$ cat config.mk
export PLATFORM = sky130hd
export DESIGN_NAME = bytebeat_formula_pair_mixer
export DESIGN_NICKNAME = d
export VERILOG_FILES = /design/src/hw/rtl/bfpm_pkg.sv /design/src/hw/rtl/bytebeat_formula_pair_mixer.sv
export SDC_FILE = /design/constraint.sdc
export NUM_CORES = 2
export LEC_CHECK = 0
export ABC_AREA = 1
export ABC_CLOCK_PERIOD_IN_PS = 6790
export BUFFER_PORTS_ARGS = -buffer_cell sky130_fd_sc_hd__buf_4
export CORE_UTILIZATION = 41
export CTS_CLUSTER_DIAMETER = 60
export DETAILED_ROUTE_END_ITERATION = 8
export PLACE_DENSITY_LB_ADDON = 0.12
export SYNTH_ARGS = -nofsm -noshare
export SYNTH_HDL_FRONTEND = slang
export SYNTH_SLANG_ARGS = --single-unit
$ cat constraint.sdc
create_clock -name clock -period 6.79 [get_ports clock]
set_input_delay 1.0185 -clock clock [delete_from_list [all_inputs] [get_ports clock]]
set_output_delay 1.0185 -clock clock [all_outputs]
set_load 0.05 [all_outputs]
$ cat src/hw/rtl/bfpm_pkg.sv
`default_nettype none
// ----------------------------------------------------------------------------
// bfpm_pkg
// Types, constants and formula functions shared by the bytebeat pair mixer.
// ----------------------------------------------------------------------------
package bfpm_pkg;

   localparam int unsigned ID_COUNT      = 17;
   localparam int unsigned ID_W          = 5;
   localparam int unsigned TIME_W        = 32;
   localparam int unsigned BYTE_W        = 8;
   localparam int unsigned EVAL_COUNT    = 4;

   localparam logic [BYTE_W-1:0] SEED_B_XOR = 8'h5A;
   localparam logic [BYTE_W-1:0] ZONE_LOW   = 8'd96;
   localparam logic [BYTE_W-1:0] ZONE_HIGH  = 8'd160;
   localparam logic [BYTE_W-1:0] FADE_DONE  = 8'hFF;

   // evaluation slots
   localparam int unsigned EV_CUR_A = 0;
   localparam int unsigned EV_OLD_A = 1;
   localparam int unsigned EV_CUR_B = 2;
   localparam int unsigned EV_OLD_B = 3;

   localparam logic [BYTE_W-1:0] GAIN_TABLE [ID_COUNT] = '{
      8'd212, 8'd210, 8'd206, 8'd214, 8'd202, 8'd206, 8'd200, 8'd196,
      8'd190, 8'd188, 8'd184, 8'd192, 8'd180, 8'd186, 8'd184, 8'd208, 8'd200
   };

   typedef enum logic [1:0] {
      MIX_LINEAR = 2'd0,
      MIX_CROSS  = 2'd1,
      MIX_SAFE   = 2'd2
   } mix_mode_type;

   typedef enum logic [2:0] {
      CLS_MELODY,
      CLS_HARMONY,
      CLS_PERC,
      CLS_CHAOS,
      CLS_HYBRID
   } voice_class_type;

   typedef enum logic [1:0] {
      PICK_MIX,
      PICK_A,
      PICK_B
   } pick_type;

   function automatic logic [ID_W-1:0] reduce_id(input logic [ID_W-1:0] id);
      logic [ID_W-1:0] r;
      if (id >= ID_W'(ID_COUNT)) begin
         r = id - ID_W'(ID_COUNT);
      end else begin
         r = id;
      end
      return r;
   endfunction

   function automatic logic [BYTE_W-1:0] gain_of(input logic [ID_W-1:0] rid);
      logic [BYTE_W-1:0] g;
      if (rid < ID_W'(ID_COUNT)) begin
         g = GAIN_TABLE[rid];
      end else begin
         g = GAIN_TABLE[ID_COUNT-1];
      end
      return g;
   endfunction

   function automatic voice_class_type class_of(input logic [ID_W-1:0] rid);
      voice_class_type c;
      if (rid <= 5'd3) begin
         c = CLS_MELODY;
      end else if (rid <= 5'd7) begin
         c = CLS_HARMONY;
      end else if (rid <= 5'd11) begin
         c = CLS_PERC;
      end else if (rid <= 5'd14) begin
         c = CLS_CHAOS;
      end else begin
         c = CLS_HYBRID;
      end
      return c;
   endfunction

   function automatic mix_mode_type mode_of(input voice_class_type ca,
                                            input voice_class_type cb);
      mix_mode_type m;
      if (ca == cb) begin
         m = MIX_LINEAR;
      end else if ((ca == CLS_HYBRID && cb != CLS_PERC) ||
                   (cb == CLS_HYBRID && ca != CLS_PERC)) begin
         m = MIX_CROSS;
      end else begin
         m = MIX_SAFE;
      end
      return m;
   endfunction

   // only the low byte of each formula is kept, so products are 8 bits wide
   function automatic logic [BYTE_W-1:0] formula_value(
      input logic [ID_W-1:0]   rid,
      input logic [TIME_W-1:0] t,
      input logic [BYTE_W-1:0] seed,
      input logic [BYTE_W-1:0] shift
   );
      logic [7:0] t8;
      logic [7:0] mask;
      logic [7:0] k;
      logic [3:0] s;
      logic [7:0] r;
      t8   = t[7:0];
      mask = 8'hFF >> shift[1:0];
      s    = 4'd1 + {1'b0, seed[2:0]};
      k    = 8'd0;
      unique case (rid)
         5'd0: begin
            k = t[17:10] & 8'd42 & mask;
            r = 8'(t8 * ((k != 8'd0) ? k : 8'd1));
         end
         5'd1: begin
            k = ((t[16:9] ^ t[18:11]) & 8'd28) + 8'd4;
            r = 8'(t8 * k);
         end
         5'd2: begin
            k = ((t[15:8] & 8'd15) ^ (t[18:11] & 8'd7)) + 8'd3;
            r = 8'(t8 * k);
         end
         5'd3: begin
            k = ((t[17:10] & 8'd5) | (t[20:13] & 8'd2)) + 8'd2;
            r = 8'(t8 * k);
         end
         5'd4: r = t8 & t[15:8];
         5'd5: r = (8'(t8 * 8'd5) & t[14:7]) | (8'(t8 * 8'd3) & t[17:10]);
         5'd6: r = (t[13:6] | 8'(t8 * 8'd3)) & (t[16:9] | 8'(t8 * 8'd5));
         5'd7: r = (t[12:5] & t[15:8]) | (t[10:3] & 8'(t8 * 8'd2));
         5'd8: r = 8'((t[11:4] & t[14:7]) * ~t[13:6]);
         5'd9: begin
            r = (8'(t8 * (8'd9 + {7'd0, s[0]})) & t[11:4]) ^
                (8'(t8 * (8'd5 + {7'd0, s[1]})) & t[14:7]);
         end
         5'd10: r = t[9:2] ^ t[12:5] ^ t[14:7];
         5'd11: r = 8'(t8 * {6'd0, t[10:9]}) & t[12:5];
         5'd12: r = t8 ^ t[10:3] ^ t[13:6];
         5'd13: r = 8'(t8 * t[16:9]) ^ t[14:7] ^ t[20:13];
         5'd14: r = (8'(t8 * 8'd7) & t[16:9]) ^ (8'(t8 * 8'd11) & t[18:11]);
         5'd15: begin
            k = (t[17:10] & 8'd21) + 8'd3;
            r = 8'(t8 * k) | (t[14:7] & t[16:9]);
         end
         default: begin
            k = (t[18:11] & 8'd13) + 8'd2;
            r = 8'(t8 * k) ^ (8'(t8 * 8'd5) & t[15:8]);
         end
      endcase
      return r;
   endfunction

endpackage
`default_nettype wire

$ cat src/hw/rtl/bytebeat_formula_pair_mixer.sv
`default_nettype none
// ----------------------------------------------------------------------------
// bytebeat_formula_pair_mixer
// Two-voice bytebeat sample generator with crossfade and class-based mixing.
// ----------------------------------------------------------------------------
// One item is accepted in every clock cycle: busy is always low and start may
// stay high back to back. Each item gives one result, shown for a single
// cycle with rsp_strobe; the receiver cannot hold results off, so it must
// take every strobe. Each item passes through five register stages: input
// capture, formula evaluation, gain scaling, crossfade and the final mix.
// csr_wr_data is the voice seed; the user must write it only while no item
// is in flight, as the block itself does not enforce this.
// ----------------------------------------------------------------------------
module bytebeat_formula_pair_mixer (
   input  wire logic                           clock,
   input  wire logic                           reset,
   input  wire logic                           start,
   output logic                                busy,
   input  wire logic [bfpm_pkg::ID_W-1:0]      req_formula_a,
   input  wire logic [bfpm_pkg::ID_W-1:0]      req_formula_b,
   input  wire logic [bfpm_pkg::ID_W-1:0]      req_old_formula_a,
   input  wire logic [bfpm_pkg::ID_W-1:0]      req_old_formula_b,
   input  wire logic [bfpm_pkg::BYTE_W-1:0]    req_fade_a,
   input  wire logic [bfpm_pkg::BYTE_W-1:0]    req_fade_b,
   input  wire logic [bfpm_pkg::TIME_W-1:0]    req_time_a,
   input  wire logic [bfpm_pkg::TIME_W-1:0]    req_time_b,
   input  wire logic [bfpm_pkg::BYTE_W-1:0]    req_shift_amount,
   input  wire logic [bfpm_pkg::BYTE_W-1:0]    req_morph_amount,
   input  wire logic                           csr_wr_en,
   input  wire logic [bfpm_pkg::BYTE_W-1:0]    csr_wr_data,
   output logic                                rsp_strobe,
   output logic [bfpm_pkg::BYTE_W-1:0]         rsp_sample,
   output logic [1:0]                          rsp_mix_mode
);
   import bfpm_pkg::*;

   logic [BYTE_W-1:0] seed_ff;

   // stage 0: captured beat
   logic              s0_vld_ff;
   logic [ID_W-1:0]   s0_fa_ff, s0_fb_ff, s0_oa_ff, s0_ob_ff;
   logic [BYTE_W-1:0] s0_da_ff, s0_db_ff, s0_sh_ff, s0_m_ff;
   logic [TIME_W-1:0] s0_ta_ff, s0_tb_ff;

   // stage 1: raw formula bytes
   logic              s1_vld_ff;
   logic [BYTE_W-1:0] s1_val_ff  [EVAL_COUNT];
   logic [BYTE_W-1:0] s1_gain_ff [EVAL_COUNT];
   logic [BYTE_W-1:0] s1_val_in  [EVAL_COUNT];
   logic [BYTE_W-1:0] s1_gain_in [EVAL_COUNT];
   logic [BYTE_W-1:0] s1_da_ff, s1_db_ff, s1_w_ff, s1_w_in;
   mix_mode_type      s1_mode_ff, s1_mode_in;
   pick_type          s1_pick_ff, s1_pick_in;

   // stage 2: scaled bytes
   logic              s2_vld_ff;
   logic [BYTE_W-1:0] s2_val_ff [EVAL_COUNT];
   logic [BYTE_W-1:0] s2_da_ff, s2_db_ff, s2_w_ff;
   mix_mode_type      s2_mode_ff;
   pick_type          s2_pick_ff;

   // stage 3: voices
   logic              s3_vld_ff;
   logic [BYTE_W-1:0] s3_a_ff, s3_b_ff, s3_a_in, s3_b_in, s3_w_ff;
   mix_mode_type      s3_mode_ff;
   pick_type          s3_pick_ff;

   // stage 4: result
   logic              out_vld_ff;
   logic [BYTE_W-1:0] out_sample_ff, out_sample_in;
   mix_mode_type      out_mode_ff;

   logic [ID_W-1:0]   rid   [EVAL_COUNT];
   logic [TIME_W-1:0] ev_t  [EVAL_COUNT];
   logic [BYTE_W-1:0] ev_sd [EVAL_COUNT];
   logic [BYTE_W-1:0] ev_sh [EVAL_COUNT];
   logic [BYTE_W-1:0] seed_b, shift_b;
   logic [BYTE_W-1:0] zone_d;
   logic [2*BYTE_W-1:0] xa_sum, xb_sum;
   logic [2*BYTE_W-1:0] mix_pa, mix_pb, mix_lin;
   logic [BYTE_W:0]     mix_sat;

   assign busy = 1'b0;

   always_ff @(posedge clock) begin
      if (reset) begin
         seed_ff <= '0;
      end else if (csr_wr_en) begin
         seed_ff <= csr_wr_data;
      end
   end

   always_ff @(posedge clock) begin
      if (reset) begin
         s0_vld_ff  <= 1'b0;
         s1_vld_ff  <= 1'b0;
         s2_vld_ff  <= 1'b0;
         s3_vld_ff  <= 1'b0;
         out_vld_ff <= 1'b0;
      end else begin
         s0_vld_ff  <= start && !busy;
         s1_vld_ff  <= s0_vld_ff;
         s2_vld_ff  <= s1_vld_ff;
         s3_vld_ff  <= s2_vld_ff;
         out_vld_ff <= s3_vld_ff;
      end
   end

   always_ff @(posedge clock) begin
      s0_fa_ff <= req_formula_a;
      s0_fb_ff <= req_formula_b;
      s0_oa_ff <= req_old_formula_a;
      s0_ob_ff <= req_old_formula_b;
      s0_da_ff <= req_fade_a;
      s0_db_ff <= req_fade_b;
      s0_ta_ff <= req_time_a;
      s0_tb_ff <= req_time_b;
      s0_sh_ff <= req_shift_amount;
      s0_m_ff  <= req_morph_amount;
   end

   // stage 1 logic: formula evaluation, mix mode and weight
   always_comb begin
      seed_b  = seed_ff ^ SEED_B_XOR;
      shift_b = s0_sh_ff + 8'd1;
      rid[EV_CUR_A] = reduce_id(s0_fa_ff);
      rid[EV_OLD_A] = reduce_id(s0_oa_ff);
      rid[EV_CUR_B] = reduce_id(s0_fb_ff);
      rid[EV_OLD_B] = reduce_id(s0_ob_ff);
      ev_t[EV_CUR_A]  = s0_ta_ff;
      ev_t[EV_OLD_A]  = s0_ta_ff;
      ev_t[EV_CUR_B]  = s0_tb_ff;
      ev_t[EV_OLD_B]  = s0_tb_ff;
      ev_sd[EV_CUR_A] = seed_ff;
      ev_sd[EV_OLD_A] = seed_ff;
      ev_sd[EV_CUR_B] = seed_b;
      ev_sd[EV_OLD_B] = seed_b;
      ev_sh[EV_CUR_A] = s0_sh_ff;
      ev_sh[EV_OLD_A] = s0_sh_ff;
      ev_sh[EV_CUR_B] = shift_b;
      ev_sh[EV_OLD_B] = shift_b;
      for (int i = 0; i < EVAL_COUNT; i++) begin
         s1_val_in[i]  = formula_value(rid[i], ev_t[i], ev_sd[i], ev_sh[i]);
         s1_gain_in[i] = gain_of(rid[i]);
      end

      s1_mode_in = mode_of(class_of(rid[EV_CUR_A]), class_of(rid[EV_CUR_B]));
      zone_d     = s0_m_ff - ZONE_LOW;
      s1_pick_in = PICK_MIX;
      s1_w_in    = s0_m_ff;
      if (s1_mode_in == MIX_SAFE) begin
         if (s0_m_ff < ZONE_LOW) begin
            s1_pick_in = PICK_A;
         end else if (s0_m_ff > ZONE_HIGH) begin
            s1_pick_in = PICK_B;
         end else begin
            // zone top saturates at full weight
            s1_w_in = zone_d[6] ? 8'hFF : {zone_d[5:0], 2'b00};
         end
      end
   end

   always_ff @(posedge clock) begin
      for (int i = 0; i < EVAL_COUNT; i++) begin
         s1_val_ff[i]  <= s1_val_in[i];
         s1_gain_ff[i] <= s1_gain_in[i];
      end
      s1_da_ff   <= s0_da_ff;
      s1_db_ff   <= s0_db_ff;
      s1_w_ff    <= s1_w_in;
      s1_mode_ff <= s1_mode_in;
      s1_pick_ff <= s1_pick_in;
   end

   // stage 2: gain scaling
   always_ff @(posedge clock) begin
      for (int i = 0; i < EVAL_COUNT; i++) begin
         s2_val_ff[i] <= BYTE_W'(({8'd0, s1_val_ff[i]} * {8'd0, s1_gain_ff[i]})
                                 >> BYTE_W);
      end
      s2_da_ff   <= s1_da_ff;
      s2_db_ff   <= s1_db_ff;
      s2_w_ff    <= s1_w_ff;
      s2_mode_ff <= s1_mode_ff;
      s2_pick_ff <= s1_pick_ff;
   end

   // stage 3: crossfade from the old formula
   always_comb begin
      xa_sum = ({8'd0, s2_val_ff[EV_OLD_A]} * {8'd0, ~s2_da_ff}) +
               ({8'd0, s2_val_ff[EV_CUR_A]} * {8'd0, s2_da_ff});
      xb_sum = ({8'd0, s2_val_ff[EV_OLD_B]} * {8'd0, ~s2_db_ff}) +
               ({8'd0, s2_val_ff[EV_CUR_B]} * {8'd0, s2_db_ff});
      s3_a_in = (s2_da_ff != FADE_DONE) ? xa_sum[2*BYTE_W-1:BYTE_W]
                                         : s2_val_ff[EV_CUR_A];
      s3_b_in = (s2_db_ff != FADE_DONE) ? xb_sum[2*BYTE_W-1:BYTE_W]
                                         : s2_val_ff[EV_CUR_B];
   end

   always_ff @(posedge clock) begin
      s3_a_ff    <= s3_a_in;
      s3_b_ff    <= s3_b_in;
      s3_w_ff    <= s2_w_ff;
      s3_mode_ff <= s2_mode_ff;
      s3_pick_ff <= s2_pick_ff;
   end

   // stage 4: final mix
   always_comb begin
      mix_pa  = {8'd0, s3_a_ff} * {8'd0, ~s3_w_ff};
      mix_pb  = {8'd0, s3_b_ff} * {8'd0, s3_w_ff};
      mix_lin = mix_pa + mix_pb;
      mix_sat = {1'b0, mix_pa[2*BYTE_W-1:BYTE_W]} + {1'b0, mix_pb[2*BYTE_W-1:BYTE_W]};
      unique case (s3_pick_ff)
         PICK_A: out_sample_in = s3_a_ff;
         PICK_B: out_sample_in = s3_b_ff;
         default: begin
            if (s3_mode_ff == MIX_LINEAR) begin
               out_sample_in = mix_lin[2*BYTE_W-1:BYTE_W];
            end else begin
               out_sample_in = mix_sat[BYTE_W] ? 8'hFF : mix_sat[BYTE_W-1:0];
            end
         end
      endcase
   end

   always_ff @(posedge clock) begin
      out_sample_ff <= out_sample_in;
      out_mode_ff   <= s3_mode_ff;
   end

   assign rsp_strobe   = out_vld_ff;
   assign rsp_sample   = out_sample_ff;
   assign rsp_mix_mode = out_mode_ff;

endmodule
`default_nettype wire

==> flow_metrics.env <==
export IMPL_path_common_cell="inv_1"
export IMPL_max_slew_worst_pin_slew_ps=969
export IMPL_min_path_type="reg2reg"
export IMPL_layout_commonest_cell="inv_1"
export IMPL_synth_top_flop_cell="dfxtp_1"
export IMPL_fillCellCount=12500
export IMPL_cap_violations=0
export IMPL_critPathMaxStageDelay_ps=550
export IMPL_die_area_um2=123000
export IMPL_slowest_stage="fa_1"
export IMPL_tns_ps=0
export IMPL_cp_start_kind="register"
export IMPL_critPathLaunch="s3_w_ff[3]"
export IMPL_cts_hold_buf=0
export IMPL_cts_buffers=45
export IMPL_path_class="reg2reg"
export IMPL_rsz0062_at_grt="no"
export IMPL_hold_viol=0
export IMPL_num_vias=42200
export IMPL_avgSynthCellArea_um2=7.35
export IMPL_viasPerCell=4.98
export IMPL_layout_common_cells="1621 x inv_1, 1444 x nand2_1, 714 x ha_1"
export IMPL_crit_end="rsp_sample[7]"
export IMPL_whs_path_depth=0
export IMPL_grt_pass1_vias=42000
export IMPL_antenna_found_initial=4
export IMPL_fp_row_count=127
export IMPL_fin_skew_ps=52.2
export IMPL_firstDrtPassIters=8
export IMPL_ys_ff_latch=277
export IMPL_status="complete, no violations"
export IMPL_syn_area_um2=49700
export IMPL_fin_nets=8241
export IMPL_rr_startpoint="s3_w_ff[3]"
export IMPL_grt_pass1_wl_mm=239
export IMPL_grt_start_max_net_pins=29
export IMPL_insertion_delay_ps=650
export IMPL_drt_iter0_drc=3134
export IMPL_die_h_um=350
export IMPL_path_buf_inv=6
export IMPL_design_core_area_um2=120000
export IMPL_cts_tree="done"
export IMPL_maxSlewViolCount=0
export IMPL_routed_wirelength_mm=152
export IMPL_fin_crit_sh_pct=91.5
export IMPL_finalSetupViolations=0
export IMPL_drive_above_1_share_pct=5.54
export IMPL_path_depth=27
export IMPL_clockBufferDepth=3
export IMPL_grt_overflow_total=0
export IMPL_drc=0
export IMPL_critPathTopFamily="adder cells"
export IMPL_areaGrowthSynthToFinish_pct=8.63
export IMPL_multi_input_area_um2=37300
export IMPL_fin_ws_ps=580
export IMPL_ys_types=66
export IMPL_die_w_um=350
export IMPL_yosysWarnings=0
export IMPL_cts_root_buf="clkbuf_16"
export IMPL_required_ps=7290
export IMPL_io_buffers=104
export IMPL_synthCells=6763
export IMPL_r2r_slack_ps=580
export IMPL_io_pins=140
export IMPL_seq_area_um2=5550
export IMPL_wire_per_inst_um=17.9
export IMPL_synthArstFlopShare_pct=0
export IMPL_hold_path_startpoint="s1_da_ff[0]"
export IMPL_post_route_min_period_ps=6210
export IMPL_yosysSeqAreaShare_pct=11.1
export IMPL_path_max_fanout=9
export IMPL_htree_levels=2
export IMPL_cp_arrival_ps=6710
export IMPL_cts_clk_slew_worst_paths_ps=60
export IMPL_hpwl_mm=124
export IMPL_start_util_pct=41.4
export IMPL_cp_end_kind="register"
export IMPL_dp_slack_ps=573
export IMPL_ant_nets=0
export IMPL_grt_usage_pct=25.1
export IMPL_place_congestion=0.986
export IMPL_synth_edf_count=0
export IMPL_max_freq_mhz=161
export IMPL_cts_sinks=277
export IMPL_reg2reg_depth=27
export IMPL_worstReg2RegEnd="rsp_sample[7]"
export IMPL_relSlewSlack_pct=35.2
-- cells by family after synthesis --
kind of cell / Yosys count / share of synthesized area (%)
AOI/OAI and AO/OA: 608 / 7.45
DFF: 277 / 11.1
adders and majority gates: 1283 / 40.9
other: 2 / 0.0151
xor gates and xnor gates: 385 / 6.78
and+or+nand+nor: 2394 / 19.9
buffers and inverters: 1814 / 13.8
-- cell usage after synthesis, drive strengths merged (3+ instances only) --
master / n / area [µm²]
a211oi: 10 / 75.1
a21boi: 4 / 30.0
a21o: 14 / 105
a21oi: 206 / 1040
a221oi: 9 / 78.8
a22o: 12 / 105
a22oi: 11 / 82.6
a31oi: 15 / 93.8
a41oi: 5 / 43.8
and2: 3 / 18.8
buf: 48 / 245
clkbuf: 118 / 443
clkinv: 14 / 52.6
dfxtp: 277 / 5550
fa: 569 / 11400
ha: 714 / 8930
inv: 1634 / 6140
nand2: 1479 / 5660
nand3: 219 / 1120
nand3b: 15 / 113
nand4: 56 / 378
nor2: 536 / 2130
nor3: 43 / 220
nor4: 7 / 43.8
o2111ai: 33 / 289
o211ai: 22 / 165
o21a: 9 / 67.6
o21ai: 177 / 927
o21bai: 27 / 203
o221ai: 7 / 61.3
o22ai: 28 / 175
o2bb2ai: 7 / 61.3
o31ai: 4 / 30.0
or2: 34 / 213
xnor2: 186 / 1630
xor2: 199 / 1740
-- per-stage QoR --
step                      utilization (%)  std cells  cell area [µm²]  hold WS [ps]
after detailed placement             43.7       8395            52500           312
after CTS                            45.0       8474            54000           324
after global placement               43.7       8395            52500           312
after floorplan                         -       6770            49800           310
after global routing                 45.0       8474            54000           329
final                                45.0       8476            54000           323
-- layout make-up --
cell class | count | share of cell area (%)
multi-input cells | 4679 | 69.1
inverters | 1648 | 11.5
flip-flops and latches | 277 | 10.3
well taps | 1612 | 3.73
repair buffers | 179 | 2.51
clock buffers | 55 | 2.25
clock inverters | 24 | 0.672
diodes | 2 | 0.00926
-- repair_timing --
action | 4_1_cts | 5_1_grt
hold endpoints to repair | 0 | 0
setup buffers | 0 | 0
gates resized for setup | 0 | 1
endpoints found under the setup margin | 0 | 1
-- layer usage --
metal	global-route usage [%]	wire, µm	vias up
li1	-	-	20700
met1	35.3	70200	20200
met2	40.7	67900	1146
met3	2.83	9210	232
met4	6.88	4300	4
met5	0	41	-
-- sequential cells by signal, indices dropped and copies added (netlist names), 8 cells and up --
name,flops
s1_da_ff,8
s1_db_ff,8
s2_da_ff,8
s0_da_ff,8
s1_gain_ff,24
s3_w_ff,8
s0_db_ff,8
s2_val_ff,32
s1_w_ff,8
s1_val_ff,32
s0_ta_ff,21
s3_a_ff,8
rsp_sample,8
s2_w_ff,8
s0_m_ff,8
s2_db_ff,8
s3_b_ff,8
s0_tb_ff,21
-- worst min-delay path by stage --
stage	endpoint	slack, ps
floorplan	s1_da_ff[0]	310
global placement	s2_w_ff[6]	310
detailed placement	s2_w_ff[4]	310
CTS	s2_da_ff[6]	320
global route	s2_da_ff[6]	330
finish	s2_da_ff[0]	320
Power is left out: the tool's default activity adds up to more than one toggle a clock period on the data nets, which glitch-free logic cannot reach.
